File: src/rtl/hdsn_pkg.sv
// Shared types, codes and constants of the image header dimension sniffer.
package hdsn_pkg;

    // Configuration register indexes
    typedef enum logic [1:0] {
        CFG_MAX_BYTES  = 2'd0,
        CFG_MAX_DIM    = 2'd1,
        CFG_MAX_PIXELS = 2'd2
    } cfg_idx_t;

    localparam logic [23:0] MAX_BYTES_RST  = 24'(8 * 1024 * 1024);
    localparam logic [15:0] MAX_DIM_RST    = 16'd16384;
    localparam logic [31:0] MAX_PIXELS_RST = 32'd67108864;

    typedef enum logic [2:0] {
        ST_OK          = 3'd0,
        ST_EMPTY       = 3'd1,
        ST_TOO_LONG    = 3'd2,
        ST_UNSUPPORTED = 3'd3,
        ST_BAD_HEADER  = 3'd4,
        ST_OVER_LIMITS = 3'd5
    } status_t;

    typedef enum logic [1:0] {
        FMT_NONE = 2'd0,
        FMT_PNG  = 2'd1,
        FMT_JPEG = 2'd2
    } format_t;

    // JPEG marker walk phases
    typedef enum logic [5:0] {
        PH_FF     = 6'b000001,
        PH_MARKER = 6'b000010,
        PH_LEN_HI = 6'b000100,
        PH_LEN_LO = 6'b001000,
        PH_SOF    = 6'b010000,
        PH_DONE   = 6'b100000
    } phase_t;

    localparam logic [7:0] PNG_SIG [0:7] =
        '{8'h89, 8'h50, 8'h4E, 8'h47, 8'h0D, 8'h0A, 8'h1A, 8'h0A};
    // last entry is padding, only the first three are compared
    localparam logic [7:0] JPG_SIG [0:3] = '{8'hFF, 8'hD8, 8'hFF, 8'h00};

    localparam logic [7:0] MK_FF   = 8'hFF;
    localparam logic [7:0] MK_FILL = 8'h00;
    localparam logic [7:0] MK_SOI  = 8'hD8;
    localparam logic [7:0] MK_EOI  = 8'hD9;
    localparam logic [7:0] MK_SOF0 = 8'hC0;
    localparam logic [7:0] MK_SOFF = 8'hCF;
    localparam logic [7:0] MK_DHT  = 8'hC4;
    localparam logic [7:0] MK_JPG  = 8'hC8;
    localparam logic [7:0] MK_DAC  = 8'hCC;

    // File state at its final byte, as the verdict logic needs it
    typedef struct packed {
        logic        over_cap;
        logic        lt8;
        logic        lt24;
        logic [1:0]  mismatch;   // bit 0 PNG signature, bit 1 JPEG start
        logic        walk_ok;
        logic [31:0] raw_w;
        logic [31:0] raw_h;
    } snap_t;

    typedef struct packed {
        logic [15:0] height;
        logic [15:0] width;
        format_t     format;
        status_t     status;
    } result_t;

    function automatic logic is_frame_marker(input logic [7:0] m);
        return (m >= MK_SOF0) && (m <= MK_SOFF) && (m != MK_DHT) &&
               (m != MK_JPG) && (m != MK_DAC);
    endfunction

endpackage

File: src/rtl/hdsn_parse.sv
// Per-byte file state: byte count, signature checks, PNG fields and JPEG marker walk.
module hdsn_parse
    import hdsn_pkg::*;
#(
    parameter int COUNT_BITS = 24
)
(
    input  logic        clk,
    input  logic        rst_n,
    input  logic        step,
    input  logic [7:0]  data_byte,
    input  logic        last_byte,
    input  logic [23:0] max_bytes,
    output snap_t       snap
);

    localparam int CMPW = (COUNT_BITS > 24) ? COUNT_BITS : 24;
    localparam int NW   = ((COUNT_BITS > 16) ? COUNT_BITS : 16) + 2;

    logic [COUNT_BITS-1:0] count_reg, count_next;
    logic                  over_cap_reg, over_cap_next;
    logic [1:0]            fs_reg, fs_next;
    logic [COUNT_BITS-1:0] nmp_reg, nmp_next;
    phase_t                phase_reg, phase_next;
    logic [7:0]            seg_hi_reg, seg_hi_next;
    logic                  wf_reg, wf_next;
    logic                  dims_reg, dims_next;
    logic                  tail_reg, tail_next;
    logic [31:0]           raw_w_reg, raw_w_next;
    logic [31:0]           raw_h_reg, raw_h_next;

    logic                  cap_hit;
    logic                  take;
    logic [15:0]           seg;
    logic [NW-1:0]         ni;
    logic [COUNT_BITS-1:0] off;
    logic                  in_png_dims;

    assign cap_hit = (CMPW'(count_reg) >= CMPW'(max_bytes)) || (&count_reg);
    assign take    = !over_cap_reg && !cap_hit;
    assign seg     = {seg_hi_reg, data_byte};
    assign ni      = NW'(nmp_reg) + NW'(seg) + NW'(2);
    assign off     = count_reg - nmp_reg;
    assign in_png_dims = (count_reg[COUNT_BITS-1:5] == '0) && count_reg[4] && !count_reg[3];

    always_comb
    begin
        count_next    = count_reg;
        over_cap_next = over_cap_reg | cap_hit;
        fs_next       = fs_reg;
        nmp_next      = nmp_reg;
        phase_next    = phase_reg;
        seg_hi_next   = seg_hi_reg;
        wf_next       = wf_reg;
        dims_next     = dims_reg;
        tail_next     = tail_reg;
        raw_w_next    = raw_w_reg;
        raw_h_next    = raw_h_reg;
        if (take)
        begin
            count_next = count_reg + 1'b1;
            if ((count_reg < COUNT_BITS'(8)) && (data_byte != PNG_SIG[count_reg[2:0]]))
                fs_next[0] = 1'b1;
            if ((count_reg < COUNT_BITS'(3)) && (data_byte != JPG_SIG[count_reg[1:0]]))
                fs_next[1] = 1'b1;
            if (dims_reg)
                tail_next = 1'b1;
            // big-endian width at 16..19, height at 20..23
            if (!fs_next[0] && in_png_dims)
            begin
                if (!count_reg[2])
                    raw_w_next = {raw_w_reg[23:0], data_byte};
                else
                    raw_h_next = {raw_h_reg[23:0], data_byte};
            end
            if (fs_next[0] && (count_reg >= COUNT_BITS'(2)) && !wf_reg && !dims_reg)
            begin
                unique case (phase_reg)
                    PH_FF:
                    begin
                        if (count_reg == nmp_reg)
                        begin
                            if (data_byte != MK_FF)
                                wf_next = 1'b1;
                            else
                                phase_next = PH_MARKER;
                        end
                    end
                    PH_MARKER:
                    begin
                        if ((data_byte == MK_FILL) || (data_byte == MK_FF))
                        begin
                            nmp_next = count_reg;
                            if (data_byte == MK_FILL)
                                wf_next = 1'b1;
                        end
                        else if ((data_byte == MK_SOI) || (data_byte == MK_EOI))
                        begin
                            nmp_next   = nmp_reg + COUNT_BITS'(2);
                            phase_next = PH_FF;
                        end
                        else if (is_frame_marker(data_byte))
                            phase_next = PH_SOF;
                        else
                            phase_next = PH_LEN_HI;
                    end
                    PH_LEN_HI:
                    begin
                        seg_hi_next = data_byte;
                        phase_next  = PH_LEN_LO;
                    end
                    PH_LEN_LO:
                    begin
                        if (seg < 16'd2)
                            wf_next = 1'b1;
                        else if (ni[NW-1:COUNT_BITS] != '0)
                            wf_next = 1'b1;
                        else
                        begin
                            nmp_next   = ni[COUNT_BITS-1:0];
                            phase_next = PH_FF;
                        end
                    end
                    PH_SOF:
                    begin
                        // height at marker+5..6, width at marker+7..8
                        if ((off == COUNT_BITS'(5)) || (off == COUNT_BITS'(6)))
                            raw_h_next = {16'h0000, raw_h_reg[7:0], data_byte};
                        else if ((off == COUNT_BITS'(7)) || (off == COUNT_BITS'(8)))
                            raw_w_next = {16'h0000, raw_w_reg[7:0], data_byte};
                        if (off >= COUNT_BITS'(8))
                        begin
                            dims_next  = 1'b1;
                            phase_next = PH_DONE;
                        end
                    end
                    PH_DONE:
                    begin
                    end
                    default:
                    begin
                    end
                endcase
            end
        end
    end

    always_comb
    begin
        snap.over_cap = over_cap_next;
        snap.lt8      = count_next < COUNT_BITS'(8);
        snap.lt24     = count_next < COUNT_BITS'(24);
        snap.mismatch = fs_next;
        snap.walk_ok  = dims_next && !wf_next && tail_next;
        snap.raw_w    = raw_w_next;
        snap.raw_h    = raw_h_next;
    end

    always_ff @(posedge clk or negedge rst_n)
    begin
        if (!rst_n)
        begin
            count_reg    <= '0;
            over_cap_reg <= 1'b0;
            fs_reg       <= '0;
            nmp_reg      <= COUNT_BITS'(2);
            phase_reg    <= PH_FF;
            seg_hi_reg   <= '0;
            wf_reg       <= 1'b0;
            dims_reg     <= 1'b0;
            tail_reg     <= 1'b0;
            raw_w_reg    <= '0;
            raw_h_reg    <= '0;
        end
        else if (step)
        begin
            if (last_byte)
            begin
                count_reg    <= '0;
                over_cap_reg <= 1'b0;
                fs_reg       <= '0;
                nmp_reg      <= COUNT_BITS'(2);
                phase_reg    <= PH_FF;
                seg_hi_reg   <= '0;
                wf_reg       <= 1'b0;
                dims_reg     <= 1'b0;
                tail_reg     <= 1'b0;
                raw_w_reg    <= '0;
                raw_h_reg    <= '0;
            end
            else
            begin
                count_reg    <= count_next;
                over_cap_reg <= over_cap_next;
                fs_reg       <= fs_next;
                nmp_reg      <= nmp_next;
                phase_reg    <= phase_next;
                seg_hi_reg   <= seg_hi_next;
                wf_reg       <= wf_next;
                dims_reg     <= dims_next;
                tail_reg     <= tail_next;
                raw_w_reg    <= raw_w_next;
                raw_h_reg    <= raw_h_next;
            end
        end
    end

endmodule

File: src/rtl/hdsn_eval.sv
// Verdict for one finished file: status, format and checked dimensions.
module hdsn_eval
    import hdsn_pkg::*;
(
    input  snap_t       snap,
    input  logic [15:0] max_dim,
    input  logic [31:0] max_pixels,
    output result_t     res
);

    logic [31:0] area;
    logic        good;
    logic        over;
    format_t     fmt;

    // only meaningful when both sides fit max_dim, i.e. in 16 bits
    assign area = snap.raw_w[15:0] * snap.raw_h[15:0];

    always_comb
    begin
        if (!snap.mismatch[0])
            fmt = FMT_PNG;
        else if (!snap.mismatch[1])
            fmt = FMT_JPEG;
        else
            fmt = FMT_NONE;

        if (fmt == FMT_PNG)
            good = (snap.raw_w != '0) && (snap.raw_h != '0) &&
                   !snap.raw_w[31] && !snap.raw_h[31];
        else
            good = snap.walk_ok && (snap.raw_w != '0) && (snap.raw_h != '0);

        over = (snap.raw_w > {16'h0000, max_dim}) || (snap.raw_h > {16'h0000, max_dim}) ||
               (area > max_pixels);

        res.status = ST_OK;
        res.format = FMT_NONE;
        res.width  = '0;
        res.height = '0;
        if (snap.over_cap)
            res.status = ST_TOO_LONG;
        else if (snap.lt8 || (fmt == FMT_NONE))
            res.status = ST_UNSUPPORTED;
        else
        begin
            res.format = fmt;
            if (snap.lt24 || !good)
                res.status = ST_BAD_HEADER;
            else if (over)
                res.status = ST_OVER_LIMITS;
            else
            begin
                res.width  = snap.raw_w[15:0];
                res.height = snap.raw_h[15:0];
            end
        end
    end

endmodule

File: src/rtl/image_header_dimension_sniffer.sv
// Top level: input register, file state, snapshot register, verdict and result register.
//
//  channel  | dir | fields (lowest bit first)                 | transfer
//  ---------+-----+-------------------------------------------+---------------------
//  s_*      | in  | tdata: data_byte[7:0]; tlast: last_byte   | s_tvalid & s_tready
//  m_*      | out | tdata: status[2:0] format[4:3]            | m_tvalid & m_tready
//           |     |        width[20:5] height[36:21], pad     |
//  cfg_*    | in  | index 0 max_bytes, 1 max_dim, 2 max_pixels| cfg_we
//
// One byte is taken every cycle while no last byte waits; the byte state updates from the input register.
// A file's result passes from the input register through the snapshot and result registers before it is offered.
// Only a last byte waits, for the snapshot register to free up; the input stalls behind it.
// Reset clears the file state and loads the default limits; no clearing pass is needed.
module image_header_dimension_sniffer
    import hdsn_pkg::*;
#(
    parameter int COUNT_BITS = 24
)
(
    input  logic        clk,
    input  logic        rst_n,
    input  logic        s_tvalid,
    output logic        s_tready,
    input  logic [7:0]  s_tdata,    // data_byte[7:0]
    input  logic        s_tlast,
    output logic        m_tvalid,
    input  logic        m_tready,
    output logic [39:0] m_tdata,    // status[2:0], format[4:3], width[20:5], height[36:21]
    input  logic        cfg_we,
    input  logic [1:0]  cfg_index,
    input  logic [31:0] cfg_data
);

    logic [23:0] max_bytes_reg;
    logic [15:0] max_dim_reg;
    logic [31:0] max_pixels_reg;

    logic        in_valid_reg;
    logic [7:0]  in_data_reg;
    logic        in_last_reg;

    logic        snap_valid_reg;
    snap_t       snap_reg;
    snap_t       snap_next;

    logic        out_valid_reg;
    result_t     out_reg;
    result_t     res_next;

    logic        out_load;
    logic        snap_free;
    logic        step;

    assign out_load  = snap_valid_reg && (!out_valid_reg || m_tready);
    assign snap_free = !snap_valid_reg || out_load;
    assign step      = in_valid_reg && (!in_last_reg || snap_free);
    assign s_tready  = !in_valid_reg || step;

    always_ff @(posedge clk or negedge rst_n)
    begin
        if (!rst_n)
        begin
            max_bytes_reg  <= MAX_BYTES_RST;
            max_dim_reg    <= MAX_DIM_RST;
            max_pixels_reg <= MAX_PIXELS_RST;
        end
        else if (cfg_we)
        begin
            unique case (cfg_index)
                CFG_MAX_BYTES:  max_bytes_reg  <= cfg_data[23:0];
                CFG_MAX_DIM:    max_dim_reg    <= cfg_data[15:0];
                CFG_MAX_PIXELS: max_pixels_reg <= cfg_data;
                default:        ;
            endcase
        end
    end

    always_ff @(posedge clk or negedge rst_n)
    begin
        if (!rst_n)
            in_valid_reg <= 1'b0;
        else if (s_tready)
            in_valid_reg <= s_tvalid;
    end

    always_ff @(posedge clk)
    begin
        if (s_tvalid && s_tready)
        begin
            in_data_reg <= s_tdata;
            in_last_reg <= s_tlast;
        end
    end

    hdsn_parse #(
        .COUNT_BITS (COUNT_BITS)
    ) u_parse (
        .clk       (clk),
        .rst_n     (rst_n),
        .step      (step),
        .data_byte (in_data_reg),
        .last_byte (in_last_reg),
        .max_bytes (max_bytes_reg),
        .snap      (snap_next)
    );

    always_ff @(posedge clk or negedge rst_n)
    begin
        if (!rst_n)
            snap_valid_reg <= 1'b0;
        else if (snap_free)
            snap_valid_reg <= step && in_last_reg;
    end

    always_ff @(posedge clk)
    begin
        if (step && in_last_reg)
            snap_reg <= snap_next;
    end

    hdsn_eval u_eval (
        .snap       (snap_reg),
        .max_dim    (max_dim_reg),
        .max_pixels (max_pixels_reg),
        .res        (res_next)
    );

    always_ff @(posedge clk or negedge rst_n)
    begin
        if (!rst_n)
            out_valid_reg <= 1'b0;
        else if (out_load)
            out_valid_reg <= 1'b1;
        else if (m_tready)
            out_valid_reg <= 1'b0;
    end

    always_ff @(posedge clk)
    begin
        if (out_load)
            out_reg <= res_next;
    end

    assign m_tvalid = out_valid_reg;
    assign m_tdata  = {3'b000, out_reg.height, out_reg.width, out_reg.format, out_reg.status};

endmodule

File: config.mk
export PLATFORM = sky130hd
export DESIGN_NAME = image_header_dimension_sniffer
export DESIGN_NICKNAME = d
export VERILOG_FILES = /design/src/rtl/hdsn_pkg.sv /design/src/rtl/hdsn_parse.sv /design/src/rtl/hdsn_eval.sv /design/src/rtl/image_header_dimension_sniffer.sv
export SDC_FILE = /design/constraint.sdc
export NUM_CORES = 1
export LEC_CHECK = 0
export BUFFER_PORTS_ARGS = -buffer_cell sky130_fd_sc_hd__buf_2
export CAP_MARGIN = 5
export CORE_MARGIN = 3
export CORE_UTILIZATION = 50
export CTS_CLUSTER_DIAMETER = 30
export DETAILED_ROUTE_END_ITERATION = 12
export PLACE_DENSITY = 0.66
export SETUP_SLACK_MARGIN = 0.02
export SYNTH_ARGS = -nofsm -noshare
export SYNTH_HDL_FRONTEND = slang
export SYNTH_SLANG_ARGS = --single-unit
File: constraint.sdc
create_clock -name clk -period 11.23 [get_ports clk]
set_input_delay 1.6845 -clock clk [delete_from_list [all_inputs] [get_ports clk]]
set_output_delay 1.6845 -clock clk [all_outputs]
set_load 0.01 [all_outputs]
=== Yosys cells after proc, flatten, opt, wreduce, memory -nomap -nowiden ===
Memory sizes are Yosys's and may differ from the RTL's.
Index checks and enable logic that the tools add are counted.

* Bits in registers: 323
* Latch bits: 0
* RAM bits: 0
* ROM bits: 64
* Input bits: 48
* Output and inout port bits: 42
* Memories: 1

* Add/subtract/negate cells: 5
* $mul: 1
* Divide/modulo/power cells: 0
* $lt $le $gt $ge: 15
* Equal/unequal tests: 29
* Shift operators: 0
* Muxes and demuxes: 78
* Bitwise operators: 3
* Reductions and logical operators: 73

{| class="wikitable"
|+ Memory list
! name !! words !! bits a word !! read ports !! clocked after memory_dff !! wr ports !! RTL line !! RTL
|-
| (no name shown) || 8 || 8 || 1 || 0 || 0 || hdsn_parse.sv:62 || <nowiki>if ((count_reg < COUNT_BITS'(8)) && (data_byte != PNG_SIG[count_reg[2:0]]))</nowiki>
|}

{| class="wikitable"
|+ Operators by type and width
! kind !! number
|-
| 2-to-1 mux 32 bit || 15
|-
| 2-to-1 mux 24 bit || 9
|-
| == test 24 x 3 -> 1 bit, second input constant || 3
|-
| > comparator 32 x 16 -> 1 bit || 2
|-
| 2-to-1 mux 8 bit || 8
|-
| nonzero test 32 bit || 2
|-
| 2-to-1 mux 6 bit || 10
|-
| less-than comparator 24 x 4 -> 1 bit, second input constant || 2
|-
| one-hot mux 24 bit (2 select lines) || 1
|-
| > comparator 32 bit || 1
|-
| multiplier 16 x 16 -> 32 bit || 1
|-
| != test 8 bit, second input constant || 4
|-
| one-hot mux 6 bit (5 select lines) || 1
|-
| adder 26 x 2 -> 26 bit, second input constant || 1
|-
| adder 24 x 16 -> 25 bit || 1
|-
| 2-to-1 mux 1 bit || 25
|-
| adder 24 x 1 -> 24 bit, second input constant || 1
|-
| adder 24 x 2 -> 24 bit, second input constant || 1
|-
| == test 24 bit || 1
|-
| == test 24 x 4 -> 1 bit, second input constant || 1
|-
| == test 8 bit, second input constant || 3
|-
| >= comparator 24 x 2 -> 1 bit, second input constant || 1
|-
| >= comparator 24 bit || 1
|-
| >= comparator 24 x 4 -> 1 bit, second input constant || 1
|-
| 43 further kinds || 108
|}

=== Logic depth before layout (Yosys ltp) ===
Gate-level depths: netlist (run 1).

* Word-level depth: 17
* Gate-level depth with buffers: 38
* Gate-level depth less buffers: 35

=== Hierarchy ===
A second synthesis (run 1) with hierarchy kept.

* Cells, all modules: 2,875
* Area, all modules: 28,160.8 µm²

{| class="wikitable"
|+ By module, submodules not included
! module !! times used !! cells an instance !! area each (µm²)
|-
| hdsn_parse || 1 || 1,329 || 11,320.9
|-
| hdsn_eval || 1 || 1,257 || 10,475.0
|-
| image_header_dimension_sniffer || 1 || 289 || 6,364.9
|}

=== Worst setup path after synthesis (run 1) ===
OpenSTA, ideal clock, no wires.

* Kind: reg2reg
* Start point: register snap_reg[6] (netlist name)
* End point: register out_reg (netlist bit m_tdata[7]), data pin
* Setup time: 0.158 ns
* Arrival: 8.346 ns
* Path slack: 2.726 ns
* Cell stages (with the launch flop): 37
* Path buffers: 3
* Period minus slack after synthesis: 8.504 ns
* Path through: edfxtp_1 > inv_1 > buf_1 > nor2_1 > fa_1 > inv_1 > fa_1 > fa_1 > fa_1 > inv_1 > fa_1 > inv_1 > fa_1 > inv_1 > ha_1 > a21o_1 > a21o_1 > a21oi_1 > o21ai_0 > a41o_1 > a41o_1 > a41o_1 > o41a_1 > a211o_1 > a21oi_1 > xnor2_1 > ha_1 > a21o_1 > a21o_1 > a21oi_1 > o21ai_0 > nor3_1 > a21oi_1 > nand4bb_1 > clkbuf_1 > clkbuf_1 > nor3_1

* Longest elaborated chain between the ends: 8
* Elaborated cells on any way between the ends: 14
* Classes of those cells: mul (1); order compare (2); mux (1); reduce/logical (10)

{| class="wikitable"
|+ Ends and longest elaborated chain
! item !! RTL line !! RTL
|-
| from (decl) || image_header_dimension_sniffer.sv:43 || <nowiki>snap_t snap_reg;</nowiki>
|-
| from (signal assigned) || image_header_dimension_sniffer.sv:118 || <nowiki>snap_reg <= snap_next;</nowiki>
|-
| parallel branches: the longest is 7 deep, another holds multiplier 16 x 16 -> 32 bit || -- ||
|-
| OR reduction 4 bit (no source line) (*) || -- ||
|-
| to (signal assigned) || image_header_dimension_sniffer.sv:141 || <nowiki>out_reg <= res_next;</nowiki>
|-
| to (decl) || image_header_dimension_sniffer.sv:47 || <nowiki>result_t out_reg;</nowiki>
|}

Mark *: on every way between the ends.
A chain may end at the register's enable or synchronous reset.

=== Final worst setup path (run 1) ===
* Start point: register snap_reg[34] (netlist name)
* End point: register out_reg (netlist bit m_tdata[0]), data pin

* Longest elaborated chain between the ends: 9
* Elaborated cells on any way between the ends: 17
* Classes of those cells: mul (1); order compare (2); mux (4); reduce/logical (10)

{| class="wikitable"
|+ Ends and longest elaborated chain
! item !! RTL line !! RTL
|-
| parallel branches: the longest is 7 deep, another holds multiplier 16 x 16 -> 32 bit || -- ||
|-
| 2-to-1 mux 3 bit (*) || hdsn_eval.sv:48 || <nowiki>if (snap.lt24 || !good)</nowiki>
|-
| 2-to-1 mux 1 bit (*) || hdsn_eval.sv:43 || <nowiki>else if (snap.lt8 || (fmt == FMT_NONE))</nowiki>
|}

Marks and branches as above.

==> out/metrics.csv, run 1 <==
stage,metric,value,unit
timing,finalSetupViolCount,0,
floorplan,core-area,56930,µm²
critical_path,critPathCaptureType,register,
detailed_routing,drt_iter0_markers,1780,
timing,final_max_slew_viol_count,0,
critical_path,r2r-end,m_tdata[0]$_SDFFCE_PP0P_,
floorplan,rows,87,
critical_path,critPathRequiredTime,11520,ps
layout,fillCellCount,5102,
detailed_routing,viasPerCell,6.000,
synth,synth-edff-count,116,
detailed_routing,via_count,24120,
synth,synth_area_per_cell,9.134,µm²
clocking,numCtsBuffers,74,
synth,synth_area_leaders,"dfrtp_1 (17%), fa_1 (14%), edfxtp_1 (12%)",
run_status,outcome,"finished, final reports clean",
synth,synthTopCellsByCount,"inv_1 (409), nand2_1 (355), nor2_1 (239)",
timing,finalHoldViolCount,0,
critical_path,reg2reg_slack,1510,ps
place,hpwlAfterDp,69600,µm
place,place.gp.congestion,0.9557,
layout,syn_to_final_growth,12.22,%
layout,largest_reg_flops,70,
floorplan,dieWidth,247.1,µm
floorplan,io-pin-count,90,
hold_path,hold-path-endpoint,u_parse.raw_h_reg[26]$_DFFE_PN0P_,
synth,synth_top_area_share,0.1740,
power_and_ir_drop,pwr-share-seq,0.166,
power_and_ir_drop,internal_power,5.011,mW
detailed_routing,routedWlPerCell,22.60,µm
synth,seq_area_frac_synth,0.2984,
clocking,clock-sinks,323,
critical_path,r2r_cells,29,
power_and_ir_drop,p_sw_frac,0.4392,
detailed_routing,drc_errors,0,
critical_path,r2r-start,snap_reg[34]$_DFFE_PP_,
synth,synth_top_area_cell,dfrtp_1,
detailed_routing,ant_nets,0,
grt,grt-ovfl-total,0,
detailed_routing,wl,90860,µm
synth,yosys_warnings,0,
critical_path,slowest_delay,650,ps
timing,tightest_slew,1163,ps
hold_path,min_path_type,register to register,
timing,rsz0062_at_grt,false,
timing,max_freq,102.9,MHz
synth,syn-cell-area,29060,µm²
hold_path,hold_depth,1,
critical_path,path_buf_inv,3,
layout,drive_gt1_frac,0.1124,
grt,groute.usage.overall,0.3017,
critical_path,cpMostUsedCell,fa_1,
power_and_ir_drop,switchingPower,3.924,mW
power_and_ir_drop,power_frac_clock,0.252,
critical_path,cp_max_fo,10,
grt,grt_pass1_vias,24640,
power_and_ir_drop,combPwrFrac,0.582,
critical_path,cpLargestDelayFamily,adder cells,
clocking,cts_setup_buffers,0,
synth,synth_most_common_cell,inv_1,
floorplan,start_util,0.5104,
synth,synth.distinct_cells,103,
grt,grt_pass1_wl,141300,µm
place,numPortBuffers,86,
critical_path,crit_arrival,10010,ps
layout,nNetsFinal,3688,
clocking,postCtsResizedCells,0,
clocking,htree_levels,3,
timing,skew,47.67,ps
critical_path,crit_type,register to register,
timing,post-route-period-util,0.8654,
clocking,hold_buffers,0,
clocking,cts_max_path_buffers,3,
timing,tns,0,ps
synth,ys.flop_type,dfrtp_1,
layout,n_antenna_cell,0,
synth,synthCells,3181,
timing,period_minus_slack,9718,ps
clocking,cts_tree,built,
power_and_ir_drop,leakage,15.08,nW
power_and_ir_drop,peakVddDrop,0.2933,mV
synth,async_flop_share,0.6409,
grt,grt_max_degree,93,
hold_path,min_from,u_parse.raw_h_reg[26]$_DFFE_PN0P_,
floorplan,die_h,247.1,µm
detailed_routing,drtPass1Iterations,5,
clocking,clk_pin_slew,50,ps
synth,synth-seq-cells,323,
critical_path,cp_slowest_cell,edfxtp_1,
clocking,root_buffer,clkbuf_16,
grt,antenna_found_initial,0,
floorplan,die_area,61040,µm²
timing,relSlewSlack,0.2221,
timing,whs,499.2,ps
clocking,insertion_delay,620,ps
critical_path,cp.depth,29,
flow_run,drv_cap,0,
power_and_ir_drop,powerDensity,274.0,nW/µm²
critical_path,start_kind,register,
cells in the final DEF, fill, tap and decap left out, drive strengths merged, types with 12 or more instances in the layout:
master,Yosys,layout
nand3,41,41
xnor2,75,75
nand2,356,356
and3,27,27
and2,22,22
a22o,63,63
o21a,29,29
nand2b,22,22
buf,38,112
ha,237,237
o31ai,30,30
o211ai,12,12
o311ai,17,17
a21oi,123,123
inv,411,418
nor2b,37,37
nand4,58,58
nor2,239,239
xor2,17,17
a31oi,22,22
and4,16,16
a211oi,27,27
mux2i,24,24
clkinv,5,24
fa,196,196
clkbuf,126,87
nor3b,14,14
o21ai,152,152
nor3,83,83
edfxtp,116,116
dfrtp,202,202
mux2,70,70
nor4,37,37
a21o,54,54
worst max path at each step:
stage	start	end	slack, ps
CTS	snap_reg[34]$_DFFE_PP_	m_tdata[0]$_SDFFCE_PP0P_	1610
finish	snap_reg[34]$_DFFE_PP_	m_tdata[0]$_SDFFCE_PP0P_	1510
global placement	snap_reg[37]$_DFFE_PP_	m_tdata[0]$_SDFFCE_PP0P_	1700
detailed placement	snap_reg[37]$_DFFE_PP_	m_tdata[0]$_SDFFCE_PP0P_	1670
floorplan	snap_reg[6]$_DFFE_PP_	m_tdata[7]$_SDFFCE_PP0P_	2730
global route	snap_reg[37]$_DFFE_PP_	m_tdata[0]$_SDFFCE_PP0P_	1070
layer usage:
metal  routed length, µm  vias to the layer above  global-route usage
met5                   0                        -                   0
met4                4792                        0              0.1483
met2               44060                      837              0.5114
li1                    -                    11090                   -
met1               37020                    11970              0.3766
met3                5000                      227             0.04587
kinds of logic (layout without fill, tap and decap cells):
logic type / count (synthesis) / in the layout / share of synthesized area
buffers and inverters: 580 / 661 / 0.07812
muxes: 94 / 94 / 0.03540
adders and majority gates: 433 / 433 / 0.2371
DFF: 323 / 323 / 0.2984
AOI/OAI and AO/OA: 656 / 656 / 0.1580
other: 1 / 3 / 0.0001291
xor gates and xnor gates: 92 / 92 / 0.02773
and+or+nand+nor: 1002 / 1002 / 0.1652
cell type report:
cell class / instances / area [µm²] / area share
clock buffer: 87 / 1961 / 0.06013
tap: 756 / 945.9 / 0.02901
clock inverter: 46 / 676.9 / 0.02076
sequential: 323 / 8670 / 0.2659
inverter: 416 / 1564 / 0.04797
timing repair buffer: 112 / 635.6 / 0.01949
multi-input combinational: 2280 / 18150 / 0.5568
power groups by stage:
| stage | Sequential, mW | Combinational (mW) | Clock, mW |
|---|---|---|---|
| after floorplan | 1.43 | 3.74 | 0 |
| after global placement | 1.49 | 5.10 | 0 |
| after detailed placement | 1.49 | 5.20 | 0 |
| after CTS | 1.48 | 5.25 | 2.28 |
| after global routing | 1.49 | 5.84 | 2.35 |
| final | 1.48 | 5.20 | 2.25 |
through the flow:
stage / instances / power [mW] / worst slack [ps] / utilization / area [µm²]
after detailed placement: 3887 / 6.692 / 1669 / 0.5264 / 29970
after global placement: 3887 / 6.587 / 1695 / 0.5264 / 29970
after global routing: 4020 / 9.677 / 1067 / 0.5727 / 32610
final: 4020 / 8.935 / 1512 / 0.5727 / 32610
after CTS: 4020 / 9.005 / 1614 / 0.5727 / 32610
after floorplan: 3183 / 5.170 / 2726 / - / 29060
No activity file was read; power rests on OpenSTA's default activity.
==> run 2, diff against run 1 <==
Settings changed: CORE_MARGIN 3 to 2.
==> out/metrics.csv, run 2 (synthesis gave the netlist of run 1 again) <==
stage,metric,value,unit,change
clocking,clock-sinks,323,,unchanged
floorplan,die_h,245.1,µm,-0.81%
critical_path,cp_slowest_cell,edfxtp_1,,
power_and_ir_drop,leakage,15.12,nW,+0.24%
critical_path,path_buf_inv,6,,+3
place,dpl_cell_area,30010,µm²,+0.14%
detailed_routing,drt_iter0_markers,1988,,+12%
floorplan,dieWidth,245.1,µm,-0.81%
grt,grt_max_degree,79,,-15%
critical_path,cpLargestDelayFamily,adder cells,,
timing,skew,29.06,ps,-18.61 ps
hold_path,min_path_type,register to register,,
place,pre_cts_ws,1489,ps,-179.3 ps
timing,final_max_slew_viol_count,0,,unchanged
layout,drive_gt1_frac,0.1160,,+0.003592
detailed_routing,wl,94110,µm,+3.6%
detailed_routing,routedWlPerCell,23.29,µm,+3.1%
clocking,cts_tree,built,,
floorplan,rows,88,,+1.1%
place,numPortBuffers,86,,unchanged
layout,final_cell_mix,"inv_1 (408), nand2_1 (354), nor2_1 (238)",,
hold_path,hold_depth,2,,+1
grt,antenna_found_initial,2,,+2
timing,max_freq,102.9,MHz,about the same
layout,largest_reg_flops,70,,unchanged
timing,rsz0062_at_grt,false,,
power_and_ir_drop,peakVddDrop,0.3056,mV,+4.2%
detailed_routing,ant_nets,0,,unchanged
detailed_routing,viasPerCell,5.995,,about the same
grt,grt_pass1_wl,144000,µm,+1.9%
layout,fillCellCount,5128,,+0.51%
timing,post-route-period-util,0.8652,,about the same
timing,whs,496.7,ps,-2.510 ps
timing,relSlewSlack,0.1952,,-0.02697
layout,nNetsFinal,3693,,+0.14%
clocking,insertion_delay,610,ps,about the same
flow_run,drv_cap,0,,unchanged
layout,syn_to_final_growth,12.34,%,
place,hpwlAfterDp,71510,µm,+2.7%
grt,groute.usage.overall,0.3148,,+0.01312
clocking,htree_levels,3,,unchanged
place,place.gp.congestion,0.9575,,+0.19%
critical_path,cp.depth,34,,+17%
clocking,clk_pin_slew,40,ps,about the same
detailed_routing,via_count,24220,,+0.41%
critical_path,critPathRequiredTime,11560,ps,+40 ps
power_and_ir_drop,powerDensity,273.5,nW/µm²,-0.20%
critical_path,crit_type,register to register,,
critical_path,cpMostUsedCell,fa_1,,
critical_path,start_kind,register,,
critical_path,slowest_delay,680,ps,+30 ps
clocking,cts_max_path_buffers,3,,unchanged
timing,finalHoldViolCount,0,,unchanged
clocking,numCtsBuffers,75,,+1.4%
floorplan,die_area,60050,µm²,-1.6%
layout,n_antenna_cell,0,,unchanged
clocking,hold_buffers,0,,unchanged
detailed_routing,drc_errors,0,,unchanged
critical_path,cp_max_fo,32,,+22
timing,tns,0,ps,unchanged
clocking,cts_setup_buffers,0,,unchanged
critical_path,crit_arrival,10040,ps,+30 ps
detailed_routing,drtPass1Iterations,6,,+1
grt,grt-ovfl-total,0,,unchanged
clocking,postCtsResizedCells,0,,unchanged
layout,final_area,32640,µm²,+0.10%
floorplan,start_util,0.5046,,-0.005800
timing,fin_ws,1514,ps,+2.170 ps
floorplan,io-pin-count,90,,unchanged
timing,tightest_slew,1203,ps,+40.93 ps
clocking,root_buffer,clkbuf_16,,
grt,grt_pass1_vias,24650,,+0.037%
power_and_ir_drop,total_power,8.926,mW,about the same
critical_path,critPathCaptureType,register,,
run_status,outcome,"finished, final reports clean",,
critical_path,r2r_cells,34,,+17%
timing,period_minus_slack,9716,ps,-2.170 ps
floorplan,core-area,57590,µm²,+1.1%
layout,layout_commonest_cell,inv_1,,
timing,finalSetupViolCount,0,,unchanged
run 2: changes by cell type in the layout (fill, tap and decap cells not counted), sizes merged:
cell | before | now
buf | 112 | 116
bufinv | 11 | 8
clkbuf | 87 | 91
clkinv | 24 | 33
inv | 418 | 415
run 2: power breakdown:
part	total, mW	leakage, nW	internal, mW	switching (mW)
sequential	1.48	3.80	1.35	0.127
clock	2.22	1.28	1.50	0.724
combinational	5.23	10.0	2.15	3.08
total	8.93	15.1	4.99	3.93
run 2: worst register-to-register path: cells and delay by family (launching register included):
family                     cells  cell delay, ps
buffers and inverters          6            1040
DFF                            1             680
and+or+nand+nor                3             620
adders and majority gates      8            3570
xor gates and xnor gates       1              90
AOI/OAI and AO/OA             16            3470
run 2: layer usage:
| metal | vias to the layer above | wire length (µm) | part of all wire | GRT usage |
|---|---|---|---|---|
| met1 | 12050 | 37850 | 0.40 | 0.3878 |
| met2 | 852 | 46440 | 0.49 | 0.5393 |
| met3 | 206 | 4873 | 0.052 | 0.04439 |
| met4 | 0 | 4948 | 0.053 | 0.1589 |
| met5 | - | 0 | 0 | 0 |
| li1 | 11110 | - | - | - |
run 2: worst paths after layout:
path	startpoint	to	slack, ps
max in group asynchronous	rst_n	max_bytes_reg[1]$_DFFE_PN0P_	7800
min	u_parse.over_cap_reg$_DFFE_PN0P_	u_parse.over_cap_reg$_DFFE_PN0P_	500
min reg2reg	u_parse.over_cap_reg$_DFFE_PN0P_	u_parse.over_cap_reg$_DFFE_PN0P_	500
max	snap_reg[37]$_DFFE_PP_	m_tdata[33]$_SDFFCE_PP0P_	1510
max reg2reg	snap_reg[37]$_DFFE_PP_	m_tdata[33]$_SDFFCE_PP0P_	1510
min in group asynchronous	rst_n	max_pixels_reg[4]$_DFFE_PN0P_	1040
run 2: metrics by stage:
stage	cells	utilization
2_1_floorplan	3183	-
3_3_place_gp	3900	0.5211
3_5_place_dp	3900	0.5211
4_1_cts	4040	0.5668
5_1_grt	4040	0.5668
6_report	4040	0.5668
run 2: layout make-up:
type	instances	area, µm²	share of cell area
clock inverter	49	571.8	0.01752
tap	765	957.2	0.02932
timing repair buffer	116	665.6	0.02039
sequential	323	8670	0.2656
inverter	416	1564	0.04792
multi-input combinational	2280	18150	0.5562
clock buffer	91	2058	0.06306
